<file path="config.mk">
export PLATFORM = sky130hd
export DESIGN_NAME = pun_mul
export DESIGN_NICKNAME = d
export VERILOG_FILES = /design/src/hdl/polygon_unit_normal_core_assert.svh /design/src/hdl/pun_mul.sv
export SDC_FILE = /design/constraint.sdc
export NUM_CORES = 2
export LEC_CHECK = 0
export BUFFER_PORTS_ARGS = -buffer_cell sky130_fd_sc_hd__buf_2
export CORE_AREA = 2 2 212 214
export CTS_CLUSTER_DIAMETER = 150
export DETAILED_ROUTE_END_ITERATION = 8
export DIE_AREA = 0 0 214 216
export GPL_TIMING_DRIVEN = 0
export PLACE_DENSITY = 0.84
export SETUP_SLACK_MARGIN = 0.5
export SYNTH_ARGS = -nofsm -noshare
export SYNTH_HDL_FRONTEND = slang
export SYNTH_SLANG_ARGS = --single-unit
export TNS_END_PERCENT = 10
</file>
<file path="constraint.sdc">
create_clock -name clk_i -period 14.3 [get_ports clk_i]
set_clock_uncertainty 0.1 [all_clocks]
set_input_delay 2.145 -clock clk_i [delete_from_list [all_inputs] [get_ports clk_i]]
set_output_delay 2.145 -clock clk_i [all_outputs]
set_load 0.05 [all_outputs]
</file>
<file path="src/hdl/polygon_unit_normal_core_assert.svh">
// Assertion macros for the polygon normal RTL.
`ifndef POLYGON_UNIT_NORMAL_CORE_ASSERT_SVH
`define POLYGON_UNIT_NORMAL_CORE_ASSERT_SVH

// Same-cycle implication, checked on the rising clock edge outside reset.
`define PUN_ASSERT_IMP(label, ante, cons, msg) \
  label: assert property (@(posedge clk_i) disable iff (!rst_ni) (ante) |-> (cons)) \
    else $error(msg);

// Next-cycle implication, checked on the rising clock edge outside reset.
`define PUN_ASSERT_NXT(label, ante, cons, msg) \
  label: assert property (@(posedge clk_i) disable iff (!rst_ni) (ante) |=> (cons)) \
    else $error(msg);

`endif

</file>
<file path="src/hdl/pun_mul.sv">
// Shared signed multiplier with a registered product.
module pun_mul #(
  parameter int unsigned W = 25
) (
  input  logic                  clk_i,
  input  logic signed [W-1:0]   a_i,
  input  logic signed [W-1:0]   b_i,
  output logic signed [2*W-1:0] p_o
);

  logic signed [2*W-1:0] p_q;

  always_ff @(posedge clk_i) begin
    p_q <= a_i * b_i;
  end

  assign p_o = p_q;

endmodule

</file>
==> results by group <==
CTS
  – CTS Hold Bufs: 0
  – CTS buffer count: 5
  – Clock tree buffer depth: 2
  – Root Buffer: clkbuf_16
  – H-tree Lvls: 2
  – Reg clk slew, reported paths: 0.09 ns
  – Setup bufs post-CTS: 0
  – PostCTS Resize Cnt: 0
  – CTS tree: yes
  – TritonCTS Sinks: 50

Synth
  – Syn Nets: 3412
  – YS warnings: 0
  – Cells after Synth: 2562
  – Library cells used by synthesis: 48
  – Compound-gate portion of the synthesized area: 3.94%
  – Sequential-to-total area share from yosys stat: 4.17%
  – Synthesized-area fraction occupied by adder cells: 62.2%
  – Mapped cell area: 0.0240 sq mm
  – Largest cells by area after synthesis: fa_1 (55%), inv_1 (11%), and2_1 (8.3%)
  – Yosys reg bits: 50
  – Yosys top cell by area: fa_1
  – Post-synthesis simple-gate area fraction: 15.0%
  – Mean post-synth cell area: 9.38 sq um
  – Main combinational cell family by area after synthesis: adder cells
  – Post-synthesis mux area share: 0.0469%
  – Post-synth EDFFs: 0
  – Post-synth top flop: dfxtp_1
  – Post-synth ARST share: 0%
  – Share of the synthesized area in the top cell type: 54.8%
  – Xor and xnor area share after synthesis: 2.11%

Worst setup path
  – Cell mode on critical path: fa_1
  – Setup crit end kind: flip-flop
  – CP Cell Sequence: buf_2 > clkbuf_1 > nand2_1 > fa_1 > fa_1 > inv_1 > fa_1 > fa_1 > fa_1 > fa_1 > inv_1 > fa_1 > inv_1 > ha_1 > a21oi_1 > nand2_1 > nor2_1 > o211ai_2 > a21oi_2 > o41ai_2 > a41oi_1 > o21ai_1 > xor2_1
  – Crit Path Class: input pin to flip-flop
  – Startpoint Class: input pin
  – Critical path required time: 14.43 ns
  – Critical-path maximum fanout: 10
  – Arrival time worst endpoint: 10.58 ns
  – Slowest cell on crit path: clkbuf_1
  – Max incr delay on CP: 0.90 ns

Timing
  – Setup tns final: 0 ns
  – Final setup viols: 0
  – Worst Tran Pin Value: 1.17 ns
  – Fmax: 95.7 MHz
  – Final Hold Vio Count: 0
  – Crit share post-route: 73.1%
  – RSZ-0062 raised after global routing: no
  – Final Slew Violations: 0
  – Min cycle time layout: 10.45 ns
  – Relative slew slack: 22.2%

Detailed routing
  – Post-DRT Antenna Nets: 0
  – 1st-pass router iterations: 5
  – WL/cell: 23.9 microns
  – Vias: 18100
  – First DRT Iteration DRCs: 1419
  – Wl on met1: 28400 microns
  – DRT Wirelength: 78300 microns
  – Metal3 WL: 7520 microns
  – # DRC: 0
  – Vias per cell: 5.53
  – Highest metal used: met5
  – WL met2: 36900 microns

Die
  – Cell Rows: 77
  – Die width: 214 microns
  – # IOs: 101
  – Die Ht: 216 microns
  – Core area: 0.0438 sq mm
  – Starting Density: 54.8%
  – Die area: 0.0462 sq mm

Finish
  – Final nets: 3519
  – Max FFs per register: 50
  – Synth-to-Final Area Change: 5.92%
  – Share of cells above drive strength 1: 4.38%
  – Fill cells: 3801
  – Core Util, Final: 58.0%

Placed design
  – Port Buffers: 100
  – Dpl hpwl: 65300 microns
  – GPL Wtd Cong: 1.04

Min path
  – Worst hold path type: input pin to flip-flop
  – Min-delay src: a_i[0]
  – Cells on Worst Hold Path: 2
  – End of the worst hold path: p_o[0]

GRT
  – Initial antenna violation count: 12
  – First-pass GRT wire length: 121000 microns
  – GRT Overall Usage: 35.8%
  – Vias in the first global route: 20100
  – Largest net degree at the start of global routing: 19
  – Total gr overflow: 0

Outcome
  – Status: complete, no violations

Job
  – Number of max-cap violations: 0
[placed cells by master (no fill, tap or decap), drive strengths merged, types with 2 or more instances in the layout]
master | netlist | final
clkbuf | 104 | 109
a211oi | 3 | 3
nand4 | 8 | 8
nand2 | 308 | 308
dfxtp | 50 | 50
and3 | 2 | 2
o21bai | 7 | 7
inv | 699 | 701
a211o | 3 | 3
diode | 0 | 11
nor2b | 21 | 21
a21o | 22 | 22
xnor2 | 39 | 39
nor2 | 30 | 30
nor3 | 6 | 6
nand3 | 6 | 6
fa | 658 | 658
xor2 | 19 | 19
o21a | 5 | 5
or3 | 2 | 2
a31oi | 2 | 2
and2 | 320 | 320
a21oi | 44 | 44
o211ai | 2 | 2
ha | 141 | 141
o21ai | 26 | 26
o41ai | 5 | 5
buf | 0 | 100
nand2b | 11 | 11
a41oi | 2 | 2
a21boi | 3 | 3
[critical path, delay by kind of cell]
family                     cells  cell delay [ns]
xor gates and xnor gates       1             0.16
AOI/OAI and AO/OA              6             2.23
and+or+nand+nor                3             0.48
buffers and inverters          5             1.36
adders and majority gates      8             4.20
[routing by layer]
metal,global-route usage (%),vias to the layer above
met1,43.7,9312
met5,0,-
li1,-,7508
met2,58.3,994
met3,8.25,277
met4,21.1,4
[cell families (layout without fill, tap and decap cells)]
kind of cell | after synthesis | count (layout)
multiplexers | 1 | 1
buffers and inverters | 803 | 911
AND/OR/NAND/NOR | 714 | 714
other | 0 | 11
AO/OA/AOI/OAI | 137 | 137
flip-flops | 50 | 50
XOR/XNOR | 58 | 58
adder cells (fa/ha/maj) | 799 | 799
[stage by stage]
| stage | hold WS, ns | area [sq um] | instances | setup WS [ns] |
|---|---|---|---|---|
| floorplan | 2.17 | 24000 | 2562 | 5.44 |
| CTS | 2.09 | 25400 | 3262 | 4.11 |
| global route | 2.10 | 25400 | 3262 | 3.80 |
| global placement | 2.46 | 25300 | 3254 | 3.75 |
| detailed placement | 2.46 | 25300 | 3254 | 3.75 |
| finish | 2.12 | 25400 | 3273 | 3.85 |
[synthesized netlist by cell type, types with 3 or more instances]
cell type and count:
inv_1 699, fa_1 658, and2_1 320, nand2_1 308, ha_1 141, clkbuf_1 104, dfxtp_1 50, a21oi_1 43
xnor2_1 39, nor2_1 30, a21o_1 22, nor2b_1 21, o21ai_0 19, xor2_1 19, nand2b_1 11, nand4_1 8
o21ai_1 7, o21bai_1 7, nand3_1 6, nor3_1 6, o21a_1 5, a211o_1 3, a211oi_1 3, o41ai_1 3
[worst max path at each step]
stage / from / endpoint / slack [ns]
CTS: b_i[11] / p_o[48] / 4.11
global route: b_i[10] / p_o[48] / 3.80
detailed placement: a_i[12] / p_o[48] / 3.75
global placement: a_i[12] / p_o[48] / 3.75
finish: b_i[12] / p_o[48] / 3.85
floorplan: a_i[24] / p_o[47] / 5.44
[final cells by class]
cell class	instances	area [sq um]	share of cell area (%)
plain buffers	104	390	1.53
flip-flops and latches	50	1000	3.93
diodes	11	27.5	0.108
inverters	699	2620	10.3
repair buffers	100	500	1.97
multi-input cells	1709	20000	78.6
well taps	592	741	2.91
clock inverters	3	28.8	0.113
clock buffers	5	125	0.492
Power is not shown: default switching activity piles up to over one toggle a cycle in this logic, so the estimate is an artifact.
